File: config.mk
export PLATFORM = sky130hd
export DESIGN_NAME = rc_pulse_width_capture
export DESIGN_NICKNAME = d
export VERILOG_FILES = /design/src/sv/rpwc_pkg.sv /design/src/sv/rc_pulse_width_capture.sv /design/src/sv/rpwc_scale.sv
export SDC_FILE = /design/constraint.sdc
export NUM_CORES = 1
export LEC_CHECK = 0
export CAP_MARGIN = 30
export CORE_MARGIN = 2
export CORE_UTILIZATION = 23
export CTS_CLUSTER_DIAMETER = 50
export DETAILED_ROUTE_END_ITERATION = 6
export DONT_BUFFER_PORTS = 1
export GPL_TIMING_DRIVEN = 1
export PLACE_DENSITY = 0.38
export SLEW_MARGIN = 30
export SYNTH_ARGS = -nofsm -noshare
export SYNTH_HDL_FRONTEND = slang
export SYNTH_HIERARCHICAL = 1
export SYNTH_SLANG_ARGS = --single-unit
File: constraint.sdc
create_clock -name clk_i -period 17.67 [get_ports clk_i]
set_clock_uncertainty 0.1 [all_clocks]
set_input_delay 0.8835 -clock clk_i [delete_from_list [all_inputs] [get_ports clk_i]]
set_output_delay 0.8835 -clock clk_i [all_outputs]
set_load 0.03 [all_outputs]
File: src/sv/rpwc_pkg.sv
// Package for the RC pulse width capture block: item types, register
// indexes and sizing constants. No dependencies.
package rpwc_pkg;

  // Number of PWM input channels and the index width into the rise-time store
  localparam int MaxChannels = 16;
  localparam int ChIdxW      = (MaxChannels > 1) ? $clog2(MaxChannels) : 1;

  // Reset values and fixed scale factor
  localparam logic [15:0] SyncReset = 16'd7000;
  localparam logic [15:0] FrcScale  = 16'd35556;
  localparam logic [4:0]  SlotsReset = 5'd8;

  // Configuration port sizing
  localparam int CfgAddrW = 3;
  localparam int CfgDataW = 16;

  typedef enum logic [CfgAddrW-1:0] {
    REG_PPM_MODE      = 3'd0,
    REG_SCALE_SELECT  = 3'd1,
    REG_FS_CHANNEL    = 3'd2,
    REG_FS_MIN        = 3'd3,
    REG_FS_MAX        = 3'd4,
    REG_PPM_SLOTS     = 3'd5,
    REG_PPM_ACTIVE    = 3'd6,
    REG_SYNC_THRESH   = 3'd7
  } cfg_reg_e;

  // One edge event
  typedef struct packed {
    logic [4:0]  channel;
    logic        pin_level;
    logic [15:0] timestamp;
  } rpwc_in_t;

  // One measured pulse
  typedef struct packed {
    logic [4:0]  out_channel;
    logic [15:0] pulse_width;
    logic [15:0] good_pulse_count;
    logic        radio_lost;
  } rpwc_out_t;

endpackage

File: src/sv/rc_pulse_width_capture.sv
// Top level of the RC pulse width capture block: config registers, input
// register, decode logic and result register. Uses rpwc_pkg and rpwc_scale.
//
// Usage:
//   Edge events enter on the in_* channel (valid/stall); one item is taken at
//   each clock edge where in_valid_i is high and in_stall_o is low. Measured
//   pulses leave on the out_* channel in the same order, zero or one per edge.
//   Configuration is written through cfg_we_i / cfg_addr_i / cfg_wdata_i while
//   the block is idle; writes take effect at the next clock edge.
// Pipeline and throughput:
//   An item waits in the input register; its result, if any, is loaded into
//   the result register as the item leaves it, which raises out_valid_o.
//   One item per cycle is sustained while out_stall_i holds no result:
//   subtract, scale multiply and window compare sit in the single stage
//   between the two registers; per-channel state updates in the same cycle.
// Stall:
//   When out_stall_i holds a pending result, the input register stops and
//   in_stall_o rises once it is full; nothing is dropped.
// Reset:
//   rst_ni clears rise times, the good count, the PPM slot and last edge,
//   both valid flags, and loads the register reset values.
module rc_pulse_width_capture (
  input  logic                     clk_i,
  input  logic                     rst_ni,
  input  logic                     in_valid_i,
  output logic                     in_stall_o,
  input  rpwc_pkg::rpwc_in_t       in_item_i,
  output logic                     out_valid_o,
  input  logic                     out_stall_i,
  output rpwc_pkg::rpwc_out_t      out_item_o,
  input  logic                     cfg_we_i,
  input  logic [rpwc_pkg::CfgAddrW-1:0] cfg_addr_i,
  input  logic [rpwc_pkg::CfgDataW-1:0] cfg_wdata_i
);
  import rpwc_pkg::*;

  localparam logic [5:0] MaxChL = 6'(MaxChannels);

  // Configuration registers
  logic        ppm_mode_q, scale_sel_q, active_lvl_q;
  logic [4:0]  fs_channel_q, ppm_slots_q;
  logic [15:0] fs_min_q, fs_max_q, sync_thr_q;

  always_ff @(posedge clk_i or negedge rst_ni) begin
    if (!rst_ni) begin
      ppm_mode_q   <= 1'b0;
      scale_sel_q  <= 1'b0;
      fs_channel_q <= 5'd0;
      fs_min_q     <= 16'd0;
      fs_max_q     <= 16'hFFFF;
      ppm_slots_q  <= SlotsReset;
      active_lvl_q <= 1'b1;
      sync_thr_q   <= SyncReset;
    end else if (cfg_we_i) begin
      unique case (cfg_reg_e'(cfg_addr_i))
        REG_PPM_MODE:     ppm_mode_q   <= cfg_wdata_i[0];
        REG_SCALE_SELECT: scale_sel_q  <= cfg_wdata_i[0];
        REG_FS_CHANNEL:   fs_channel_q <= cfg_wdata_i[4:0];
        REG_FS_MIN:       fs_min_q     <= cfg_wdata_i;
        REG_FS_MAX:       fs_max_q     <= cfg_wdata_i;
        REG_PPM_SLOTS:    ppm_slots_q  <= cfg_wdata_i[4:0];
        REG_PPM_ACTIVE:   active_lvl_q <= cfg_wdata_i[0];
        REG_SYNC_THRESH:  sync_thr_q   <= cfg_wdata_i;
        default: ;
      endcase
    end
  end

  // Handshake: input register moves on when the result register can load
  logic      s1_valid_q, out_valid_q;
  rpwc_in_t  s1_q;
  rpwc_out_t out_q;
  logic      out_load, s1_fire;

  assign out_load   = !out_valid_q || !out_stall_i;
  assign s1_fire    = s1_valid_q && out_load;
  assign in_stall_o = s1_valid_q && !out_load;

  always_ff @(posedge clk_i or negedge rst_ni) begin
    if (!rst_ni) begin
      s1_valid_q <= 1'b0;
    end else if (!in_stall_o) begin
      s1_valid_q <= in_valid_i;
    end
  end

  always_ff @(posedge clk_i) begin
    if (in_valid_i && !in_stall_o) begin
      s1_q <= in_item_i;
    end
  end

  // Decoder state
  logic [15:0] rise_q [MaxChannels];
  logic [15:0] good_q, good_d;
  logic [4:0]  slot_q, slot_d;
  logic [15:0] last_edge_q;

  // Width measurement
  logic [ChIdxW-1:0] ch_idx;
  logic [15:0]       raw, width;
  logic              ch_ok, in_win;

  assign ch_idx = ChIdxW'(s1_q.channel - 5'd1);
  assign ch_ok  = (s1_q.channel != 5'd0) && ({1'b0, s1_q.channel} <= MaxChL);
  assign raw    = ppm_mode_q ? (s1_q.timestamp - last_edge_q)
                             : (s1_q.timestamp - rise_q[ch_idx]);

  rpwc_scale u_scale (
    .raw_i       (raw),
    .scale_sel_i (scale_sel_q),
    .width_o     (width)
  );

  assign in_win = (width > fs_min_q) && (width < fs_max_q);

  // Per-item decision
  logic        emit, lost, rise_we, edge_we, fs_hit;
  logic [4:0]  emit_ch;

  always_comb begin
    emit    = 1'b0;
    lost    = 1'b0;
    rise_we = 1'b0;
    edge_we = 1'b0;
    fs_hit  = 1'b0;
    emit_ch = s1_q.channel;
    good_d  = good_q;
    slot_d  = slot_q;
    if (!ppm_mode_q) begin
      if (ch_ok && s1_q.pin_level) begin
        rise_we = 1'b1;
      end else if (ch_ok) begin
        emit   = 1'b1;
        fs_hit = (s1_q.channel == fs_channel_q);
        if (fs_hit && in_win) begin
          good_d = (good_q != 16'hFFFF) ? good_q + 16'd1 : good_q;
        end else if (fs_hit) begin
          good_d = 16'd0;
          lost   = 1'b1;
        end
      end
    end else if (s1_q.pin_level == active_lvl_q) begin
      edge_we = 1'b1;
      if (width > sync_thr_q) begin
        slot_d = 5'd1;
      end else if (slot_q != 5'd0 && slot_q <= ppm_slots_q) begin
        slot_d  = slot_q + 5'd1;
        emit_ch = slot_q;
        if ({1'b0, slot_q} <= MaxChL) begin
          emit   = 1'b1;
          fs_hit = (fs_channel_q != 5'd0) && (slot_q == fs_channel_q);
          if (fs_hit && in_win) begin
            good_d = (good_q != 16'hFFFF) ? good_q + 16'd1 : good_q;
          end
        end
      end
    end
  end

  // State update when the item leaves the input register
  always_ff @(posedge clk_i or negedge rst_ni) begin
    if (!rst_ni) begin
      for (int i = 0; i < MaxChannels; i++) begin
        rise_q[i] <= 16'd0;
      end
      good_q      <= 16'd0;
      slot_q      <= 5'd0;
      last_edge_q <= 16'd0;
    end else if (s1_fire) begin
      if (rise_we) begin
        rise_q[ch_idx] <= s1_q.timestamp;
      end
      if (edge_we) begin
        last_edge_q <= s1_q.timestamp;
      end
      good_q <= good_d;
      slot_q <= slot_d;
    end
  end

  // Result register
  always_ff @(posedge clk_i or negedge rst_ni) begin
    if (!rst_ni) begin
      out_valid_q <= 1'b0;
    end else if (out_load) begin
      out_valid_q <= s1_valid_q && emit;
    end
  end

  always_ff @(posedge clk_i) begin
    if (s1_fire && emit) begin
      out_q.out_channel      <= emit_ch;
      out_q.pulse_width      <= width;
      out_q.good_pulse_count <= good_d;
      out_q.radio_lost       <= lost;
    end
  end

  assign out_valid_o = out_valid_q;
  assign out_item_o  = out_q;

endmodule

File: src/sv/rpwc_scale.sv
// Width scaler: halves the raw width or applies the fixed fractional gain.
// Depends on rpwc_pkg for the scale constant.
module rpwc_scale (
  input  logic [15:0] raw_i,
  input  logic        scale_sel_i,
  output logic [15:0] width_o
);
  import rpwc_pkg::*;

  logic [15:0] doubled;
  logic [31:0] product;

  // ((w << 1) mod 2^16) * gain, keep the upper half
  assign doubled = {raw_i[14:0], 1'b0};
  assign product = doubled * FrcScale;

  assign width_o = scale_sel_i ? product[31:16] : {1'b0, raw_i[15:1]};

endmodule

Yosys cells after proc, flatten, opt, wreduce, memory -nomap -nowiden --
Index checks and enable logic that the tools add are counted.
Storage, ports and cells: output and inout bits 40, input port bits 46, flip-flop bits (word level) 416, logic and storage cells 135
Cells by class: multipliers 1, bitwise logic cells 2, equality and inequality tests 11, muxes and demuxes 37, reductions and logical operators 35, add/sub/neg operators 5, order comparisons 8
Operator list (number):
- bitwise mux 256 bit | 1
- 2-to-1 mux 16 bit | 16
- binary-select mux 16 bit (select 4 bit) | 1
- demux 16 bit (select 4 bit) | 1
- greater-than comparator 16 bit | 2
- subtractor 16 bit | 2
- 2-to-1 mux 5 bit | 6
- multiplier 15 x 14 -> 29 bit (second input constant) | 1
- AND reduction 2 bit | 10
- adder 16 x 1 -> 16 bit (second input constant) | 1
- < comparator 16 bit | 1
- != test 16 bit (second input constant) | 1
- nonzero test 5 bit | 3
- logical AND 1 bit | 13
- equality test 3 bit (second input constant) | 4
- 2-to-1 mux 1 bit | 12
- equality test 5 bit | 2
- <= comparator 5 bit (second input constant) | 2
- equality test 3 x 2 -> 1 bit (second input constant) | 2
- adder 5 x 1 -> 5 bit (second input constant) | 1
- greater-or-equal comparator 5 bit (second input constant) | 1
- <= comparator 5 bit | 1
- < comparator 5 x 1 -> 1 bit (second input constant) | 1
- inverter 4 -> 5 bit | 1
- other kinds (10) | 13

Longest topological paths before layout --
Gate-level depths: netlist (run 1).
depth after elaboration 18, depth in mapped cells 53, gate-level depth less buffers 43

Modules after synthesis --
The synthesis (run 1) kept the hierarchy.
Modules (own cells, without submodules):
- rc_pulse_width_capture | area each 20653.6 um^2, instances 1, sequential area each 10741.6 um^2, cells each 1634
- rpwc_scale | area each 4249.1 um^2, instances 1, sequential area each 0.0 um^2, cells each 467

Worst setup path before layout (run 1) --
OpenSTA, ideal clock, no wires.
kind reg-to-reg, start point register s1_q[17] (netlist name), end point register out_q (netlist bit out_item_o[0]) (enable), path buffers 8, stages on the path, launching flop included 49, path slack 4.446 ns, clock period less this slack 13.224 ns, required time 17.137 ns, library setup time 0.433 ns, arrival 12.691 ns, path through edfxtp_1 > buf_2 > buf_2 > buf_2 > clkbuf_1 > inv_1 > ha_1 > clkbuf_1 > clkbuf_1 > clkbuf_1 > mux4_2 > nand2_1 > a311oi_1 > a21oi_1 > fa_1 > a21o_1 > a21oi_1 > o21a_1 > [... 13 more ...] > ha_1 > ha_1 > clkbuf_2 > a21oi_1 > o21a_2 > o221ai_2 > a2111oi_2 > a2111oi_0 > nand3b_1 > ha_1 > o21ai_0 > nor2_1 > o211a_1 > o21ai_1 > nand2_1 > nor2_1 > a21oi_1 > nor2_1
Between the ends: word-level cells in the longest chain between the ends 14, elaborated cells between the ends (all ways) 20, classes of those cells add/sub (2); mul (1); order compare (2); mux (10); bitwise (1); reduce/logical (4)
Ends and longest elaborated chain:
- start: declaration | RTL line rc_pulse_width_capture.sv:71 | rpwc_in_t s1_q;
- start signal: assignment | RTL line rc_pulse_width_capture.sv:89 | s1_q <= in_item_i;
- subtractor 4 x 1 -> 4 bit * | RTL line rc_pulse_width_capture.sv:104 | assign ch_idx = ChIdxW'(s1_q.channel - 5'd1);
- inverter 4 -> 5 bit (not written as such) * | RTL line rc_pulse_width_capture.sv:107 | : (s1_q.timestamp - rise_q[ch_idx]);
- binary-select mux 16 bit (select 4 bit) * | RTL line rc_pulse_width_capture.sv:107
- 2-to-1 mux 16 bit (not written as such) * (2 in a row) | RTL line rc_pulse_width_capture.sv:107
- subtractor 16 bit * | RTL line rc_pulse_width_capture.sv:107
- 2-to-1 mux 16 bit * | RTL line rc_pulse_width_capture.sv:106 | assign raw = ppm_mode_q ? (s1_q.timestamp - last_edge_q)
- named net raw[14] | RTL line rc_pulse_width_capture.sv:101 | logic [15:0] raw, width;
- multiplier 15 x 14 -> 29 bit | RTL line rpwc_scale.sv:15 | assign product = doubled * FrcScale;
- 2-to-1 mux 16 bit * | RTL line rpwc_scale.sv:17 | assign width_o = scale_sel_i ? product[31:16] : {1'b0, raw_i[15:1]};
- named net width[13] | RTL line rc_pulse_width_capture.sv:101
- greater-than comparator 16 bit * | RTL line rc_pulse_width_capture.sv:145 | if (width > sync_thr_q) begin
- 2-to-1 mux 1 bit * | RTL line rc_pulse_width_capture.sv:145
- 2-to-1 mux 1 bit * | RTL line rc_pulse_width_capture.sv:143 | end else if (s1_q.pin_level == active_lvl_q) begin
- 2-to-1 mux 1 bit * | RTL line rc_pulse_width_capture.sv:130 | if (!ppm_mode_q) begin
- logical AND 1 bit * | RTL line rc_pulse_width_capture.sv:192 | if (s1_fire && emit) begin
- end: declaration | RTL line rc_pulse_width_capture.sv:72 | rpwc_out_t out_q;
Mark *: on every way through the listed nets, which the timed path passes. The rest lies on a longest branch. The select of a mux whose other input is x is not followed. A chain may end at the register's enable or synchronous reset.

Final worst setup path (run 1) --
start point register s1_q[17] (netlist name), end point register out_q (netlist bit out_item_o[30]) (enable)
Between the ends: word-level cells in the longest chain between the ends 14, elaborated cells between the ends (all ways) 20, classes of those cells add/sub (2); mul (1); order compare (2); mux (10); bitwise (1); reduce/logical (4)
Ends and longest elaborated chain (RTL line):
- subtractor 4 x 1 -> 4 bit | rc_pulse_width_capture.sv:104
- inverter 4 -> 5 bit (not written as such) | rc_pulse_width_capture.sv:107
- binary-select mux 16 bit (select 4 bit) | rc_pulse_width_capture.sv:107
- 2-to-1 mux 16 bit (not written as such) (2 in a row) | rc_pulse_width_capture.sv:107
- subtractor 16 bit | rc_pulse_width_capture.sv:107
- 2-to-1 mux 16 bit | rc_pulse_width_capture.sv:106
- named net raw[14] | rc_pulse_width_capture.sv:101
- multiplier 15 x 14 -> 29 bit | rpwc_scale.sv:15
- 2-to-1 mux 16 bit | rpwc_scale.sv:17
- named net width[6] | rc_pulse_width_capture.sv:101
- greater-than comparator 16 bit | rc_pulse_width_capture.sv:145
- 2-to-1 mux 1 bit | rc_pulse_width_capture.sv:145
- 2-to-1 mux 1 bit | rc_pulse_width_capture.sv:143
- 2-to-1 mux 1 bit | rc_pulse_width_capture.sv:130
- logical AND 1 bit | rc_pulse_width_capture.sv:192
The timed path passes the listed nets, and every way through them passes these cells. The select of a mux whose other input is x is not followed.

==> impl_results.md, run 1 <==
* Layout cells sized above 1 at 0.276
* Maximum number of pins on one net before global-route repair at about 330
* Clk root buf: clkbuf_16
* DR iter-0 viols at 748
* Die Width at around 330 µm
* Crit path max-delay family: adder cells
* Net Count, Synth at approximately 2400
* Area of the multi-input gates at ~13000 µm²
* Crit. End Element: register
* Routed wl met3 at 3710 µm
* Register area share after synthesis at 0.431
* Yosys warning count at 6
* Minimum clock period at around 13 ns
* Vias per cell at around 4.6
* Fmax at between 70 and 80 MHz
* Crit-path max FO at between 40 and 50
* Met2 routed WL at around 35000 µm
* Port Buffers at 0
* Nets at 2405
* Floorplan row count at 120
* FF-to-FF Start: s1_q[17]
* Hold Violations, Final at 0
* Post-CTS Setup Bufs at 0
* Worst path slowest cell: o31ai_1
* Starting density of the core at 0.232
* Final Cycle Share at 0.744
* Max_slew headroom at 0.359
* Clock-pin slew on the worst setup and hold paths at around 0.060 ns
* Final setup violation count at 0
* Distinct cell type count after synthesis at 95
* Top FF cell, synth: dfrtp_1
* Die footprint at 111000 µm²
* Post-synth EDFFs at 60
* Post-synth top area cell: dfrtp_1
* Post-Synthesis Cells at 2101
* First-pass GRT wire length at between 100000 and 150000 µm
* Clk sinks at ~420
* Area delta synth->final at 16.5%
* Synthesized area per cell at ~12 µm²
* WL final at ~74000 µm
* Final HPWL DP at approximately 48000 µm
* Max Cap Violations at 0
* Via count at approximately 17000
* CP Buf/Inv Count at 7
* Initial antenna violation count at 11
* Wl on met1 at approximately 34000 µm
* Top cell type's share of synthesized area at 0.333
* CTS tree: yes
* Clock latency at the later pin of the worst-skew pair at 0.63 ns
* Crit start category: register
* RSZ-0062 raised after global routing: no
* Post-route ant nets at 0
* Top Layer Used: met5
* #FFs+latches synth at between 400 and 500
* Global placement routability congestion at just over 0.8
* Initial DRT Pass Iterations at 5
* Detailed-route DRC error count at 0
* Setup TNS at 0 ns
* Status: complete, no violations
* Clock Path Buffers at 3
* Req. time, crit path at around 18 ns
* Async set-reset flop share out of synthesis at 0.856
* Slew @ Worst Pin at roughly 0.96 ns
* CP max stage delay at around 0.75 ns
* Setup Crit Path Kind: register to register
* Worst setup path start: s1_q[17]
* Synth Cell Area at approximately 25000 µm²
* Crit path arrival time at approximately 13 ns
* Die Ht at ~330 µm
* Area contributors post-synth: dfrtp_1 (33%), mux2_2 (14%), ha_1 (10%), edfxtp_1 (7.2%), mux4_2 (4.8%)
* Vias in the first global route at between 15000 and 20000
* Total gr overflow at 0
* Max Slew Vio Count at 0
* Fill cell count at between 10000 and 15000
* Gr usage total at 0.135
* # IOs at 86
* Hold WC Path Type: input pin to asynchronous set/reset pin
* Storage cell area at 10700 µm²
* Post-cts resize count at 0
* CTS buffer count at 69
* Core ar. at about 110000 µm²
* Average routed wire per standard cell at slightly above 20 µm
* Htree depth at 3
-- placed cells by master, fill, tap and decap left out, types with 8 or more instances in the layout --
cell         n
o21ai_0     74
nor2_1      57
nor3_1      17
o31ai_1      9
nand2_2     16
fa_1        53
dfstp_2     25
nand2_1    177
nand4_1     26
o21a_1      10
and3_1      17
mux2i_1     15
a21o_1      15
clkinv_2     8
inv_1      159
buf_4       28
xnor2_1     15
a31oi_1     18
o211ai_1     8
edfxtp_1    60
a21oi_1     73
nor4_1       9
clkbuf_16   70
a311oi_1    11
mux2_1      13
bufinv_16    9
clkbuf_1    10
o21ai_1     11
mux4_2      53
nand3_1     37
mux2_2     300
xor2_1      14
and2_1       9
dfrtp_1    330
inv_6       12
ha_1       205
-- layout make-up --
cell class,count,area share
inverter,161,0.0208
multi-input combinational,1416,0.452
antenna,2,0.000173
sequential,416,0.370
tap,1403,0.0605
clock buffer,85,0.0641
clock inverter,43,0.0199
timing repair buffer,36,0.0120
-- final timing paths --
check / to / slack (ns) / depth (start not counted)
setup / recovery: out_item_o[30] / 4.52 / 42
hold / removal: rise_q[58] / 0.07 / 1
setup reg to reg: out_item_o[30] / 4.52 / 42
hold reg to reg: rise_q[176] / 0.37 / 2
max in group asynchronous: rise_q[242] / 15.70 / 3
min in group clk_i: s1_q[14] / 0.24 / 0
-- synthesized netlist by cell type (all sizes together), types with 7 or more instances --
| cell type | instances |
|---|---|
| xnor2 | 19 |
| and2 | 13 |
| o2bb2ai | 7 |
| o21a | 11 |
| mux4 | 53 |
| ha | 206 |
| mux2 | 313 |
| mux2i | 15 |
| xor2 | 16 |
| a21o | 15 |
| nor4 | 13 |
| nand4 | 27 |
| edfxtp | 60 |
| nor3 | 20 |
| o31ai | 10 |
| nor2 | 61 |
| nand2 | 193 |
| dfstp | 25 |
| a31oi | 18 |
| buf | 45 |
| o21ai | 85 |
| a311oi | 11 |
| fa | 53 |
| and3 | 18 |
| o211ai | 10 |
| nand3 | 40 |
| a21oi | 77 |
| clkbuf | 63 |
| inv | 160 |
| dfrtp | 331 |
-- flip-flops by register name (all words and copies together) (netlist names), 5 cells and up --
signal	flops
last_edge_q	16
good_q	16
sync_thr_q	16
fs_min_q	16
ppm_slots_q	5
fs_channel_q	5
out_item_o	38
s1_q	22
fs_max_q	16
rise_q	256
slot_q	5
-- through the flow --
stage | hold WS (ns) | cell area [µm²] | std cells | util | worst slack (ns)
CTS | 0.197 | 28900 | 3558 | 0.270 | 4.33
global placement | 0.357 | 26400 | 3423 | 0.246 | 3.98
detailed placement | 0.368 | 26400 | 3425 | 0.247 | 4.35
global route | 0.0999 | 29000 | 3561 | 0.271 | 3.49
finish | 0.0704 | 29000 | 3562 | 0.271 | 4.52
floorplan | 0.345 | 24900 | 2101 | - | 4.45
-- cells by family after synthesis --
kind of cell	synth area share
AO/OA/AOI/OAI	0.0851
XOR/XNOR	0.0126
adder cells (fa/ha/maj)	0.146
buffers and inverters	0.0444
flip-flops	0.431
multiplexers	0.195
AND/OR/NAND/NOR	0.0850
-- repair_timing --
| item | 4_1_cts | 5_1_grt |
|---|---|---|
| setup endpoints to repair | 0 | 0 |
| hold endpoints to repair | 331 | 0 |
| hold buffers | 5 | 0 |
-- routing by layer --
metal  GRT usage  vias up
met2       0.220      281
met5           0        -
met4      0.0378       10
met1       0.177     8502
met3      0.0317      104
li1            -     7623
Power of run 1 is left out: the tool's default activity adds up to more than one toggle a clock period on the data nets, which glitch-free logic cannot reach.
==> run 2, diff against run 1 <==
Settings changed: ABC_AREA set to 1, PLACE_DENSITY 0.38 to 0.39.
Clock period 17.67 ns to 11.7 ns, I/O delays scaled along.
==> impl_results.md, run 2 <==
* Worst path slowest cell: fa_1
* Top cell type's share of synthesized area at 0.334
* Area delta synth->final at 18.6%
* Final setup violation count at 0
* Req. time, crit path at 11.88 ns
* Synthesized area per cell at between 8 and 9 µm²
* Max Slew Vio Count at 0
* Crit path arrival time at 11.07 ns
* Slew @ Worst Pin at ~0.93 ns
* Clk root buf: clkbuf_16
* Net Count, Synth at ~3200
* Setup TNS at 0 ns
* WHS at just over 0.08 ns
* Starting density of the core at 0.232
* Vias in the first global route at roughly 20000
* Global placement routability congestion at 0.803
* Gr usage total at 0.149
* Die Width at ~330 µm
* DR iter-0 viols at 1359
* Port Buffers at 0
* RSZ-0062 raised after global routing: no
* CP max stage delay at 0.55 ns
* Htree depth at 3
* Max_slew headroom at 0.377
* CTS buffer count at 71
* Met2 routed WL at 38500 µm
* Clock latency at the later pin of the worst-skew pair at between 0.6 and 0.7 ns
* Crit. End Element: register
* Initial DRT Pass Iterations at 5
* Setup Crit Path Kind: register to register
* Distinct cell type count after synthesis at 64
* Clk sinks at 416
* Minimum clock period at approximately 11 ns
* Yosys warning count at 6
* CTS tree: yes
* Fmax at around 90 MHz
* WL final at between 80000 and 90000 µm
* Final Cycle Share at 0.931
* Top Layer Used: met5
* Area contributors post-synth: dfrtp_1 (33%), nand2_1 (11%), ha_1 (10%), o21ai_0 (9.4%), edfxtp_1 (7.3%)
* Die footprint at around 110000 µm²
* Via count at around 20000
* Hold Violations, Final at 0
* Crit-path max FO at 22
* Vias per cell at around 4.5
* Nets at around 3300
* Final Util at 0.275
* Core ar. at 107000 µm²
* #FFs+latches synth at roughly 420
* Register area share after synthesis at 0.433
* Most frequent cells in the layout: nand2_1 (732), o21ai_0 (463), dfrtp_1 (331), inv_1 (285), ha_1 (204)
* Initial antenna violation count at 3
* Max Cap Violations at 0
* Clock-pin slew on the worst setup and hold paths at about 0.05 ns
* Crit-path most repeated cell: nand2_1
* Post-Synthesis Cells at 2939
* Wl on met1 at slightly below 40000 µm
* Maximum number of pins on one net before global-route repair at 357
* First-pass GRT wire length at between 100000 and 150000 µm
* Status: complete, no violations
* Floorplan row count at 120
* Clock Path Buffers at 3
* Most common cell after layout, fill and taps aside: nand2_1
* Post-route ant nets at 0
* Die Ht at 333 µm
* Most common cell in the synthesized netlist: nand2_1
* Post-synth EDFFs at 60
* Final HPWL DP at roughly 54000 µm
* Async set-reset flop share out of synthesis at 0.856
* Hold WC Path Type: input pin to register
* Synth Cell Area at about 25000 µm²
* Post-synth top area cell: dfrtp_1
* Crit start category: register
* Layout cells sized above 1 at 0.0879
* Detailed-route DRC error count at 0
* Routed wl met3 at ~3000 µm
* Top FF cell, synth: dfrtp_1
* Max FFs per register at between 200 and 300
* Average routed wire per standard cell at about 18 µm
* Total gr overflow at 0
* Top cells by count, synth: nand2_1 (733), o21ai_0 (464), dfrtp_1 (331), inv_1 (287), ha_1 (206)
* # IOs at between 80 and 90
* Largest register by flop count: rise_q
-- run 2: cell types whose count changed in the layout (fill, tap and decap cells not counted), moves of 20 or more --
cell           previous run  this run
o22ai_1                   5        60
nor2_1                   57       176
mux4_2                   53         0
nand3_1                  37        89
inv_1                   159       285
a21oi_1                  73        93
mux2_2                  300         1
nand2_1                 177       732
o21ai_0                  74       463
dlygate4sd3_1             4        39
-- run 2: worst max-delay path: cells and delay by family (launching register included) --
family | cells | cell delay, ns
xor+xnor | 1 | 0.16
fa+ha+maj | 11 | 4.13
compound gates | 10 | 2.06
buf+inv | 8 | 1.24
simple gates | 17 | 2.39
flops | 1 | 0.42
-- run 2: final cells by class --
class	count	area, µm²
Fill cell	11600	77600
Multi-Input combinational cell	2082	12400
Sequential cell	416	10700
Clock buffer	88	1910
Tap cell	1403	1760
Inverter	302	1140
Timing Repair Buffer	97	967
Clock inverter	41	557
Antenna cell	2	5.00
-- run 2: path summary, 6_finish.rpt --
kind,from,to,slack (ns),depth (start not counted)
setup / recovery,s1_q[18],out_item_o[21],0.81,47
hold / removal,cfg_wdata_i[1],fs_max_q[1],0.08,2
setup reg to reg,s1_q[18],out_item_o[21],0.81,47
hold reg to reg,rise_q[97],rise_q[97],0.38,2
max in group asynchronous,rst_ni,good_q[4],9.11,5
min in group asynchronous,rst_ni,rise_q[182],0.39,2
-- run 2: metal layers --
metal,vias to the layer above,GRT usage
li1,9836,-
met1,9672,0.201
met2,351,0.248
met3,96,0.0229
met4,4,0.0366
met5,-,0
-- run 2: cell families after synthesis --
kind of cell | share of synthesized area
AND/OR/NAND/NOR | 0.183
AO/OA/AOI/OAI | 0.153
buffers and inverters | 0.0709
flip-flops | 0.433
adder cells (fa/ha/maj) | 0.147
XOR/XNOR | 0.0128
multiplexers | 0.00207
-- run 2: repair_timing --
item / in CTS / in global routing
gates resized for setup: 0 / 9
setup buffers: 0 / 4
setup endpoints to repair: 0 / 70
endpoints found under the hold margin: 408 / 16
hold buffers: 39 / 1
-- run 2: through the flow --
| stage | cells | instance area (µm²) | setup WS (ns) |
|---|---|---|---|
| after floorplan | 2939 | 24800 | 0.400 |
| after global placement | 4252 | 26400 | 0.469 |
| after detailed placement | 4252 | 26400 | 0.421 |
| after CTS | 4420 | 29300 | 0.390 |
| after global routing | 4429 | 29400 | 0.0338 |
| final | 4431 | 29400 | 0.813 |
Power of run 2 is left out for the same reason.
